==> config.mk <==
export PLATFORM = sky130hd
export DESIGN_NAME = hps_cmp_unit
export DESIGN_NICKNAME = d
export VERILOG_FILES = /design/src/sv/hps_pkg.sv /design/src/sv/hps_cmp_unit.sv
export SDC_FILE = /design/constraint.sdc
export NUM_CORES = 1
export LEC_CHECK = 0
export ABC_AREA = 1
export BUFFER_PORTS_ARGS = -buffer_cell sky130_fd_sc_hd__buf_2
export CORE_MARGIN = 2
export CORE_UTILIZATION = 46
export DETAILED_ROUTE_END_ITERATION = 6
export PLACE_DENSITY = 0.88
export SYNTH_ARGS = -nofsm -noshare
export SYNTH_HDL_FRONTEND = slang
export SYNTH_SLANG_ARGS = --single-unit
==> constraint.sdc <==
create_clock -name vclk -period 14.9
set_input_delay 2.235 -clock vclk [all_inputs]
set_output_delay 2.235 -clock vclk [all_outputs]
set_load 0.02 [all_outputs]
==> src/sv/hps_pkg.sv <==
package hps_pkg;

  localparam int MAX_TASKS = 1024;
  localparam int MAX_PES   = 16;
  localparam int TIME_W    = 32;

  localparam int TASK_W   = $clog2(MAX_TASKS);
  localparam int PE_W     = (MAX_PES > 1) ? $clog2(MAX_PES) : 1;
  localparam int PE_CNT_W = $clog2(MAX_PES + 1);
  localparam int WEIGHT_W = 16;
  localparam int COST_W   = 16;
  localparam int CFG_W    = 5;
  localparam int ENTRY_W  = PE_W + TIME_W;

  localparam logic [CFG_W-1:0] PE_COUNT_RESET = CFG_W'(4);

  typedef logic [TIME_W-1:0] time_t;
  typedef logic [PE_W-1:0]   pe_idx_t;

  // control for one step of the shared compare unit
  typedef struct packed {
    logic has_pred;
    logic home;
    logic in_use;
    logic first;
  } step_ctrl_t;

  function automatic time_t sat_add(input time_t a, input time_t b);
    logic [TIME_W:0] sum;
    begin
      sum = {1'b0, a} + {1'b0, b};
      sat_add = sum[TIME_W] ? {TIME_W{1'b1}} : sum[TIME_W-1:0];
    end
  endfunction

endpackage

==> src/sv/hps_cmp_unit.sv <==
module hps_cmp_unit (
  input  hps_pkg::time_t      base,
  input  hps_pkg::time_t      pred_fin,
  input  hps_pkg::time_t      pred_fin_cost,
  input  hps_pkg::time_t      best_time,
  input  hps_pkg::step_ctrl_t ctrl,
  output hps_pkg::time_t      ready_new,
  output logic                take
);
  import hps_pkg::*;

  time_t cand;

  always_comb begin
    // arrival of the predecessor's data on this element
    cand = ctrl.home ? pred_fin : pred_fin_cost;
    if (ctrl.has_pred && (cand > base)) begin
      ready_new = cand;
    end else begin
      ready_new = base;
    end
    // strict less keeps the lowest index on a tie
    take = ctrl.in_use && (ctrl.first || (ready_new < best_time));
  end

endmodule

==> results.yml <==
status:
  outcome: "finished clean"
job:
  maxCapViolCount: 0
worst_setup_path:
  cp.required_ns: 12.66
  cpPeakStageDelay_ns: 0.60
  crit_top_cell: "nand2_1"
  cp.arrival_ns: 6.82
  critPathMaxFanout: 33
  cp.buffers_inverters: 4
  critPathCaptureType: "output port"
  crit_type: "input pin to output port"
  slowest_stage: "buf_2"
  crit_start: "ctrl[2]"
  path_cells: "buf_2 -> mux2_2 -> ha_1 -> a21oi_1 -> nand2_1 -> nand2_1 -> nand3_1 -> a21oi_2 -> nand2_2 -> nand2_2 -> clkinv_1 -> buf_4 -> o21ai_0 -> ha_1 -> a21oi_1 -> o21ai_0 -> nand3_1 -> nand2_1 -> nand2_1 -> a21oi_1 -> a211oi_1 -> nand2_1 -> a21oi_2 -> buf_2"
  startpoint_type: "input pin"
  path_delay_family: "buffers and inverters"
clock_tree:
  post-cts-setup-buffers: 0
  hold_buffers: 0
  cts_resized: 0
place:
  postPlaceCellArea_um2: 3270
  io_buffers: 165
  dp_hpwl_mm: 6.05
  gp_congestion: 0.863
cells_and_area:
  multiInputGateArea_um2: 2060
  syn2layout_area_growth_pct: 36.9
  fillers: 478
  nets: 732
  drive_gt1_frac: 0.396
  nClkBuffers: 0
  antenna_cells: 0
  seq_cell_count: 0
  finalInstanceArea_um2: 3270
  seqCellArea_um2: 0
global_route:
  grt_max_degree: 34
  grt_antenna_before_repair: 0
  grt.total_usage: 0.224
  grt_pass1_wl_mm: 11.6
  grt_overflow: 0
  first_global_vias: 2959
power:
  power.density_nw_per_um2: 39.3
  peakVddDrop_uv: 20.5
  leakage_nw: 2.03
min_path:
  min_path_type: "input pin to output port"
  hold_path.startpoint: "ctrl[1]"
  hold_depth: 4
  holdPathEnd: "take"
synthesis:
  postSynthAreaPerCell_um2: 6.31
  ys_warn_count: 0
  synth_top_area_share: 0.330
  yosysTopAreaCell: "ha_1"
  synth_area_leaders: "ha_1, mux2_2, nand2_1"
  synth.distinct_cells: 24
  synth.cell_area_um2: 2390
  synthCells: 379
  ys_seq_area_frac: 0
  syn-num-nets: 574
drt:
  drc: 0
  wl_mm: 6.75
  firstDrtPassIters: 4
  vias: 2980
  via_per_inst: 4.93
  antenna_left: 0
  drt_iter0_markers: 57
  wl_per_cell_um: 11.2
floorplanning:
  die_h_um: 76.1
  ios: 165
  rows: 26
  die-width_um: 76.1
  core-area_um2: 5070
  die_area_um2: 5790
  start_util: 0.471
timing:
  tns_ns: 0
  timing.fmax_mhz: 110
  relSlewSlack: 0.484
  finalMaxSlewViolations: 0
  final.min_clock_period_ns: 9.05
  tightest_slew_ns: 0.774
  hold_viol: 0
  rsz0062_at_grt: "false"
  setup_viol: 0
  finalCritPeriodShare: 0.607
report_power, final:
part / switching, mW / internal (mW) / leakage [nW]
clock network: 0 / 0 / 0
registers: 0 / 0 / 0
logic: 0.0743 / 0.0544 / 2.03
total: 0.0743 / 0.0544 / 2.03
worst min-delay path, cell delays in order:
cell and delay, ns:
buf_2 0.10, inv_1 0.05, a21oi_2 0.03, buf_2 0.15
cell usage in the layout, fill, tap and decap left out, drive strengths merged:
master    n
a211oi    3
a21boi    1
a21o      1
a21oi    28
buf     166
clkinv    2
ha       63
inv      77
mux2     31
nand2    96
nand3     6
nand4     4
nor2     16
nor3      1
nor4      1
o21a      1
o21ai    37
o221a     1
synth_stat cells:
cell	count
clkbuf_1	9
a21boi_1	1
a21o_1	1
o221a_2	1
nand4_2	1
clkinv_1	2
o21a_1	1
nand3_1	6
nand4_1	3
a21oi_1	26
inv_1	77
nand2_2	6
nor3_1	1
o21ai_0	37
nor2_1	11
ha_1	63
a21oi_2	2
nor2_4	2
nand2_1	90
nor4_1	1
nor2_2	3
mux2_2	31
buf_1	1
a211oi_1	3
layer usage:
metal  track usage  up-vias  routed length (um)
li1              -     1556                   -
met1         0.255     1305                2860
met2         0.446      109                3430
met3        0.0190       10                 370
met4        0.0545        0                  87
met5             0        -                   0
worst max-delay path by stage:
stage                end  slack [ns]  cells after the start
detailed placement  take        5.83                     26
global placement    take        5.98                     26
global route        take        5.29                     25
floorplan           take        6.49                     25
finish              take        5.85                     24
CTS                 take        5.83                     26
layout make-up:
class,count,area share
timing repair buffer,166,0.254
inverter,79,0.0906
multi-input combinational,290,0.628
tap,70,0.0267
stage by stage:
step                      setup slack (ns)  cells  hold WS, ns   util  total power [mW]
after floorplan                       6.49    379         4.57      -            0.0851
after global placement                5.98    605         4.79  0.645             0.124
after detailed placement              5.83    605         4.80  0.645             0.129
after CTS                             5.83    605         4.80  0.645             0.129
after global routing                  5.29    605         4.81  0.645             0.147
final                                 5.85    605         4.79  0.645             0.129
cells by family (layout without fill, tap and decap cells):
kind of cell,Yosys count,in the layout,synth area share
adder cells (fa/ha/maj),63,63,0.330
AND/OR/NAND/NOR,124,124,0.222
buffers and inverters,89,245,0.140
multiplexers,31,31,0.146
AO/OA/AOI/OAI,72,72,0.163
No activity file was read; power rests on OpenSTA's default activity.
