<file path="src/sv/hps_ram.sv">
module hps_ram #(
  parameter int WIDTH = 8,
  parameter int DEPTH = 16
) (
  input  logic                     clk,
  input  logic                     we,
  input  logic [$clog2(DEPTH)-1:0] waddr,
  input  logic [WIDTH-1:0]         wdata,
  input  logic [$clog2(DEPTH)-1:0] raddr,
  output logic [WIDTH-1:0]         rdata
);

  logic [WIDTH-1:0] mem [DEPTH];

  always_ff @(posedge clk) begin
    if (we) begin
      mem[waddr] <= wdata;
    end
    rdata <= mem[raddr];
  end

endmodule

</file>
<file path="config.mk">
export PLATFORM = sky130hd
export DESIGN_NAME = hps_ram
export DESIGN_NICKNAME = d
export VERILOG_FILES = /design/src/sv/hps_ram.sv
export SDC_FILE = /design/constraint.sdc
export NUM_CORES = 1
export LEC_CHECK = 0
export ABC_AREA = 0
export BUFFER_PORTS_ARGS = -buffer_cell sky130_fd_sc_hd__buf_2
export CORE_ASPECT_RATIO = 2
export CORE_MARGIN = 2
export CORE_UTILIZATION = 25
export DETAILED_ROUTE_END_ITERATION = 8
export GPL_TIMING_DRIVEN = 0
export SYNTH_ARGS = -nofsm -noshare
export SYNTH_HDL_FRONTEND = slang
export SYNTH_SLANG_ARGS = --single-unit
</file>
<file path="constraint.sdc">
create_clock -name clk -period 1.7 [get_ports clk]
set_clock_uncertainty 0.2 [all_clocks]
set_input_delay 0.085 -clock clk [delete_from_list [all_inputs] [get_ports clk]]
set_output_delay 0.085 -clock clk [all_outputs]
set_load 0.05 [all_outputs]
</file>
==> results.yml, run 1 <==
synthesis:
  synth-simple-area-share_pct: 3.18
  synth-xor-area-share_pct: 0
  synth_top_family_by_area: "multiplexers"
  synthCells: 229
  synth_nets: 247
  synth_compound_area_share_pct: 2.33
  netlist_area_mm2: 0.00515
  ys_seq_area_share_pct: 77.8
  muxShareOfSynthArea_pct: 15.0
  ys_types: 19
  avgSynthCellArea_um2: 22.5
  synth_fa_ha_area_share_pct: 0
  synth_seq_cells: 136
  yosys_warnings: 0
cells_and_area:
  final_cell_mix: "128 x edfxtp_1, 27 x buf_2, 21 x clkbuf_16, 18 x mux4_2, 16 x a22oi_1"
  fin_nets: 300
  fillers: 1936
  final_util_pct: 31.1
  area_delta_synth_final_pct: 22.7
  drive_gt1_share_pct: 28.8
  final_common_cell: "edfxtp_1"
  num_antenna_cells: 0
floorplanning:
  coreArea_mm2: 0.0203
  fp.dieW_um: 105
  start_util_pct: 25.4
  die-height_um: 207
  rows: 74
  die-area_mm2: 0.0218
  ioPinCount: 26
power_and_ir_drop:
  p_leak_nw: 2.08
  ir_drop_mv: 0.635
  p_per_area_mw_per_mm2: 1240
worst_hold_path:
  min_path_cells: 4
  hold_class: "in -> reg"
sta:
  report.final.hold_viol_count: 0
  maxSlewHeadroom_pct: 15.9
  final.min_clock_period_ps: 1700
  worstMarginPinSlew_ps: 1250
  fmax_mhz: 589
  setup_violations: 0
  worst_slack_ps: 3.26
  period_share_pct: 99.8
  slew_violations: 0
  rsz0062_at_grt: "yes"
clocking:
  clk_path_buf_depth: 2
  htreeDepth: 4
  cts_setup_buffers: 0
  cts_tree: "yes"
  cts_buffers: 17
  clock-sinks: 136
  path_clk_slew_ps: 60
  root_buffer: "clkbuf_16"
  clock_latency_ps: 410
grt:
  grt_use_total_pct: 10.4
  grt_pass1_vias: 2548
  antenna_found_initial: 0
  grt_max_degree: 17
  grt_pass1_wl_mm: 15.7
  grt_overflow: 0
route:
  dr_total_vias: 2403
  dr.pass1.iters: 4
  route.detailed.drc: 0
  routedWlPerCell_um: 18.9
  vias_per_cell: 4.28
  drtIter0Drc: 181
  drt_wl_total_mm: 10.6
  final_antenna_net_count: 0
worst_setup_path:
  path_buf_inv: 2
  setup.worst_path.end_class: "register"
  cp.arrival_ps: 1540
  slowest_delay_ps: 690
  cp_max_fo: 8
  crit_chain: "buf_2 > dlygate4sd3_1 > nor3_2"
  required_ps: 1540
  path_depth: 3
  critPathSlowestCell: "nor3_2"
  crit_type: "in -> reg"
  reg2regPathDepth: 3
  start_kind: "input pin"
  cp_top_family: "buffers and inverters"
placement:
  place_ws_ps: -470
  place_congestion: 0.875
  place_hpwl_mm: 7.36
  portBuffers: 24
status:
  outcome: "completed"
flow_run:
  max-cap-violations: 0
==> flip-flops by register name, summed over array words and instances (netlist names) <==
name	flops
rdata	8
mem	128
==> routing by layer <==
layer / wire length, um / global-route usage [%] / share of wire (%)
met1: 3690 / 10.0 / 35
met4: 401 / 6.71 / 3.8
met3: 429 / 2.48 / 4.0
met2: 6100 / 19.4 / 57
met5: 0 / 0 / 0
==> worst reg2reg max path, stage by stage (launching register included) <==
cell and delay [ps]:
edfxtp_1 360, mux4_1 580, a22oi_1 250, nand2_1 110
==> path summary, 6_finish.rpt <==
kind / from / to / slack (ps)
worst min register to register: mem[10][6] / rdata[6] / 510
worst max register to register: mem[1][2] / rdata[2] / 70
worst max-delay path: waddr[1] / mem[8][3] / 3
worst min-delay path: raddr[1] / rdata[0] / 20
==> per-stage QoR <==
stage	std cells	area (um^2)	hold slack [ps]	setup TNS (ps)	total power, mW
6_report	561	6310	21.5	0	7.80
5_1_grt	561	6310	40.7	-818	8.01
4_1_cts	561	6310	7.18	0	7.86
3_5_place_dp	519	5610	308	-17270	4.29
3_3_place_gp	519	5610	291	-16360	4.27
2_1_floorplan	229	5150	-16.1	0	4.10
==> timing repair <==
action	CTS	global route
hold endpoints to repair	144	0
hold buffers	10	0
setup endpoints to repair	8	16
resized for setup	1	0
==> cell usage after synthesis <==
master | count | area, um^2
dfxtp_1 | 8 | 160
nand2_1 | 9 | 33.8
a22oi_1 | 16 | 120
nor3_1 | 4 | 20.0
buf_6 | 3 | 33.8
buf_2 | 3 | 15.0
mux4_2 | 18 | 405
or3b_2 | 1 | 8.76
nand3b_1 | 2 | 15.0
nand2b_1 | 2 | 12.5
buf_4 | 1 | 7.51
mux4_1 | 14 | 368
and2b_1 | 1 | 7.51
edfxtp_1 | 128 | 3840
and2_1 | 1 | 6.26
nor2b_1 | 1 | 6.26
nor2_1 | 13 | 48.8
clkdlybuf4s25_2 | 3 | 30.0
nand3_1 | 1 | 5.00
==> where the power goes <==
part,switching (mW),internal [mW]
logic,0.298,0.165
clock network,1.32,2.25
registers,0.0176,3.75
==> kinds of logic after synthesis <==
kind of cell           after synthesis
AO/OA/AOI/OAI                       16
flip-flops                         136
AND/OR/NAND/NOR                     35
buffers and inverters               10
multiplexers                        32
==> cell type report <==
class	count	area [um^2]	share of cell area (%)
flip-flops and latches	136	4000	63.4
multi-input cells	83	1070	16.9
clock buffers	24	547	8.66
well taps	266	333	5.27
repair buffers	34	220	3.49
plain buffers	10	86.3	1.37
clock inverters	8	56.3	0.892
Power figures use the tool's default switching activity.
==> run 2: changes to the inputs <==
ABC_AREA = 1   (was 0)
==> run 2 against run 1 <==
Against the previous run:
- sequential power hardly changed
- synthesized cell count up 140%
- non-clock buffer count up 12
- combinational power rose by 30%
- setup slack better by 130 ps
- critical path type unchanged
==> results.yml, run 2 <==
status:
  outcome: "completed"
power_and_ir_drop:
  combPwrFrac_pct: 7.2
  total_power_mw: 8.34
  ir_drop_mv: 0.442
  p_int_mw: 6.52
  pwr-share-clk_pct: 47.5
  seqPwrFrac_pct: 45.3
  power_switching_mw: 1.82
  sw_frac_of_total_pct: 21.8
  p_per_area_mw_per_mm2: 1190
  p_leak_nw: 2.97
sta:
  final.min_clock_period_ps: 1570
  period_share_pct: 92.2
  rsz0062_at_grt: "no"
  worst_slack_ps: 133
  setup_violations: 0
  maxSlewHeadroom_pct: 27.8
  report.final.hold_viol_count: 0
  worstMarginPinSlew_ps: 1080
  fmax_mhz: 638
  slew_violations: 0
floorplanning:
  die-area_mm2: 0.0244
  die-height_um: 219
  coreArea_mm2: 0.0226
  ioPinCount: 26
  start_util_pct: 25.5
  fp.dieW_um: 111
  rows: 78
route:
  dr.pass1.iters: 4
  drtIter0Drc: 248
  vias_per_cell: 4.45
  dr_total_vias: 3986
  drt_wl_total_mm: 16.0
  final_antenna_net_count: 0
  routedWlPerCell_um: 17.8
  route.detailed.drc: 0
worst_setup_path:
  regToRegStartpoint: "mem[9][2]"
  cp_max_fo: 10
  start_kind: "input pin"
  cp.arrival_ps: 1710
  r2r_slack_ps: 360
  setup.worst_path.end_class: "register"
  startpoint: "raddr[2]"
  crit_type: "in -> reg"
  reg2regPathDepth: 6
  worstReg2RegEnd: "rdata[2]"
  crit_end: "rdata[7]"
  required_ps: 1840
grt:
  grt_max_degree: 17
  grt_use_total_pct: 13.5
  grt_overflow: 0
  antenna_found_initial: 0
  grt_pass1_vias: 4150
  grt_pass1_wl_mm: 23.9
cells_and_area:
  ff_latch_area_mm2: 0.00400
  drive_gt1_share_pct: 11.9
  final_cell_mix: "173 x nand2_1, 128 x edfxtp_1, 100 x inv_1, 97 x nand3_1, 35 x buf_2"
  fillers: 2349
  multi_input_area_mm2: 0.00121
  final_common_cell: "nand2_1"
  reg_top3: "mem: 128 flops, rdata: 8 flops"
  final_util_pct: 30.8
  final-instance-count-excl-fill: 895
  area_delta_synth_final_pct: 21.0
  num_antenna_cells: 0
  fin_nets: 628
  regMostFlops: "mem"
  largest_reg_flops: 128
clocking:
  clk_path_buf_depth: 3
  root_buffer: "clkbuf_16"
  clock_latency_ps: 480
  cts_repair_resize_count: 0
  cts_hold_buf: 10
  clock-sinks: 136
  cts_setup_buffers: 0
  htreeDepth: 4
  path_clk_slew_ps: 50
  cts_tree: "yes"
  cts_buffers: 25
synthesis:
  yosys_warnings: 0
  avgSynthCellArea_um2: 10.5
  synthArstFlopShare_pct: 0
  synth_edf_count: 128
  synthCells: 551
  netlist_area_mm2: 0.00577
  synth_nets: 569
  ys_seq_area_share_pct: 69.4
  synth_seq_cells: 136
  synthTopCellsByCount: "173 x nand2_1, 128 x edfxtp_1, 100 x inv_1, 97 x nand3_1, 17 x nor2_1"
  ys_types: 12
  synth_top_cells_by_area: "edfxtp_1 67%, nand2_1 11%, nand3_1 8.4%"
  synth_top_cell_area_share_pct: 66.7
  yosysMostFrequentCell: "nand2_1"
  synth_top_flop_cell: "edfxtp_1"
  synth_largest_area_cell: "edfxtp_1"
placement:
  place_ws_ps: -102
  portBuffers: 22
  place_congestion: 0.888
  dp.cells: 853
  place_hpwl_mm: 11.3
worst_hold_path:
  hold_class: "in -> reg"
flow_run:
  max-cap-violations: 0
[run 2: cell types whose count changed after synthesis, sizes merged, moves of 16 or more]
cell and change:
nand3 +96, nand2 +164, mux4 -32, inv +102, a22oi -16, buf +17
[run 2: cell families after synthesis]
group	Yosys count	share of synthesized area, %
buffers and inverters	126	9.52
and+or+nand+nor	289	21.0
DFF	136	69.4
[run 2: worst min-delay path by stage]
stage | start | end | cells after the start | slack (ps)
3_5_place_dp | wdata[1] | mem[8][1] | 1 | 340
6_report | we | mem[0][7] | 3 | 30
3_3_place_gp | wdata[1] | mem[13][1] | 1 | 330
5_1_grt | raddr[1] | rdata[0] | 5 | 90
2_1_floorplan | wdata[0] | mem[0][0] | 0 | -20
4_1_cts | we | mem[0][7] | 3 | 10
[run 2: critical path, stage by stage]
cell	delay (ps)
dlygate4sd3_1	530
buf_2	190
inv_1	260
buf_4	250
nand3_1	190
nand3_1	140
nand2_1	60
[run 2: area by class of cell]
class	count	area share, %
buffer	24	2.38
sequential	136	57.4
clock buffer	29	9.18
clock inverter	3	0.179
inverter	102	5.48
tap	280	5.02
timing repair buffer	32	3.01
multi-input combinational	289	17.4
[run 2: metal layers]
metal	routed length, um	track usage, %	share of wire [%]
met1	5230	11.8	33
met2	8380	24.3	52
met3	771	2.98	4.8
met4	1590	14.1	10
met5	0	0	0
[run 2: through the flow]
stage                     instance area, um^2  hold slack, ps  setup TNS (ps)
final                                    6980            33.0               0
after CTS                                6980            15.0               0
after detailed placement                 6230             338           -4480
after global placement                   6230             327           -2600
after floorplan                          5770           -16.1               0
after global routing                     6980            85.4               0
[run 2: power by group through the flow]
stage,clock (mW),sequential [mW],combinational (mW)
finish,3.96,3.77,0.603
floorplan,0,3.91,0.264
global placement,0,3.84,0.574
detailed placement,0,3.84,0.582
global route,4.13,3.78,0.650
CTS,4.01,3.77,0.603
==> run 3: changes to the inputs <==
PLACE_DENSITY_LB_ADDON = 0.12   (was default)
==> run 3 against run 2 <==
Against the previous run:
- final area shrank 1.1%
- first-iteration DRC count shrank 21%
- critical path depth shrank 4
- total power shrank 4.8%
- hold slack gained 16 ps
- maximum frequency grew 10%
- sequential power is essentially flat
- die area is the same
- register-to-register slack gained 30 ps
- sequential share of layout area grew 0.66 points
- final cell count shrank 0.11%
- largest cell class unchanged
==> results.yml, run 3 (same netlist as run 2, synthesis figures left out) <==
grt:
  grt.busiest_layer: "met2"
  antenna_found_initial: 0
  use_met3_pct: 2.98
  grt_overflow: 0
  use_met1_pct: 13.8
  grt_use_total_pct: 14.5
  grt_pass1_vias: 3921
  grt_max_degree: 17
  grt_pass1_wl_mm: 24.7
  use_met2_pct: 28.7
cells_and_area:
  largest_reg_flops: 128
  final_area_mm2: 0.00690
  reg_top3: "mem: 128 flops, rdata: 8 flops"
  regMostFlops: "mem"
  fillers: 2346
  drive_gt1_share_pct: 11.7
  area_delta_synth_final_pct: 19.7
  num_antenna_cells: 0
  final_cell_mix: "173 x nand2_1, 128 x edfxtp_1, 100 x inv_1, 97 x nand3_1, 35 x buf_2"
  fin_nets: 619
  final_common_cell: "nand2_1"
  final_util_pct: 30.5
sta:
  setup_violations: 0
  slew_violations: 0
  fmax_mhz: 703
  worstMarginPinSlew_ps: 1000
  maxSlewHeadroom_pct: 32.9
  report.final.hold_viol_count: 0
  rsz0062_at_grt: "no"
  tns_ps: 0
  final.min_clock_period_ps: 1420
  period_share_pct: 83.7
placement:
  placed_cell_area_mm2: 0.00623
  portBuffers: 22
  place_hpwl_mm: 12.2
  place_congestion: 0.892
clocking:
  clk_path_buf_depth: 2
  cts_buffers: 17
  cts_repair_resize_count: 0
  cts_tree: "yes"
  htreeDepth: 4
  root_buffer: "clkbuf_16"
  clock_latency_ps: 430
  path_clk_slew_ps: 50
  clock-sinks: 136
floorplanning:
  rows: 78
  die-area_mm2: 0.0244
  coreArea_mm2: 0.0226
  fp.dieW_um: 111
  start_util_pct: 25.5
  die-height_um: 219
  ioPinCount: 26
route:
  routedWlPerCell_um: 19.0
  vias_per_cell: 4.34
  drtIter0Drc: 196
  route.detailed.drc: 0
  dr_total_vias: 3876
  drt_wl_total_mm: 17.0
  final_antenna_net_count: 0
  dr.pass1.iters: 5
worst_setup_path:
  critPathSlowestCell: "nor2_1"
  setup.worst_path.end_class: "register"
  cp.arrival_ps: 1270
  path_buf_inv: 1
  worstReg2RegEnd: "rdata[3]"
  r2r_slack_ps: 390
  cp_top_family: "simple AND/OR/NAND/NOR gates"
  required_ps: 1540
  crit_type: "in -> reg"
  reg2regPathDepth: 6
  slowest_delay_ps: 780
  regToRegStartpoint: "mem[4][3]"
  cp_max_fo: 8
  crit_chain: "buf_2 > nand3b_1 > nor2_1"
  start_kind: "input pin"
status:
  outcome: "completed"
power_and_ir_drop:
  ir_drop_mv: 0.566
  total_power_mw: 7.93
  p_per_area_mw_per_mm2: 1150
  p_leak_nw: 2.93
worst_hold_path:
  hold_path_end: "rdata[1]"
  min_path_cells: 4
  hp-start: "raddr[2]"
  hold_class: "in -> reg"
flow_run:
  max-cap-violations: 0
[run 3: changes by cell type in the layout (fill, tap and decap cells not counted), sizes merged]
cell and change:
clkbuf +3, dlygate4sd3 -1, clkinv -3
[run 3: worst register-to-register path: cells and delay by family, from the launching register on]
kind / cells / cell delay, ps
flip-flops: 1 / 360
buffers and inverters: 1 / 70
AND/OR/NAND/NOR: 5 / 580
[run 3: repair_timing]
| action | in CTS | in global routing |
|---|---|---|
| buffers inserted | 0 | 0 |
| endpoints found under the hold margin | 136 | 0 |
| hold buffers | 9 | 0 |
[run 3: power by group]
group	switching, mW	internal, mW	total, mW
sequential	0.0175	3.75	3.77
combinational	0.452	0.158	0.609
clock	1.28	2.28	3.55
[run 3: metrics by stage]
step                      setup slack, ps  instances  hold WS, ps
after floorplan                       464        551        -16.1
after global placement               -104        853          305
after detailed placement             -134        853          315
after CTS                             327        894        0.786
after global routing                  234        894         47.3
final                                 277        894         48.7
[run 3: routing by layer]
layer  share of wire (%)  vias to the layer above
li1                    -                     1872
met1                  35                     1871
met2                  58                      103
met3                 3.7                       30
met4                 3.8                        0
met5                   0                        -
[run 3: area by class of cell]
type	count	area, um^2	area share [%]
Inverter	102	383	5.55
Timing Repair Buffer	31	200	2.90
Sequential cell	136	4000	58.0
Clock buffer	32	584	8.47
Multi-Input combinational cell	289	1210	17.6
Buffer	24	166	2.41
Tap cell	280	350	5.08
[run 3: how the worst max path moves through the flow]
stage | from | to | slack (ps) | depth (start not counted)
finish | waddr[2] | mem[8][0] | 280 | 3
CTS | waddr[2] | mem[8][5] | 330 | 3
global placement | waddr[2] | mem[8][5] | -100 | 3
floorplan | waddr[2] | mem[10][0] | 460 | 2
detailed placement | waddr[2] | mem[8][5] | -130 | 3
global route | raddr[3] | rdata[4] | 230 | 5
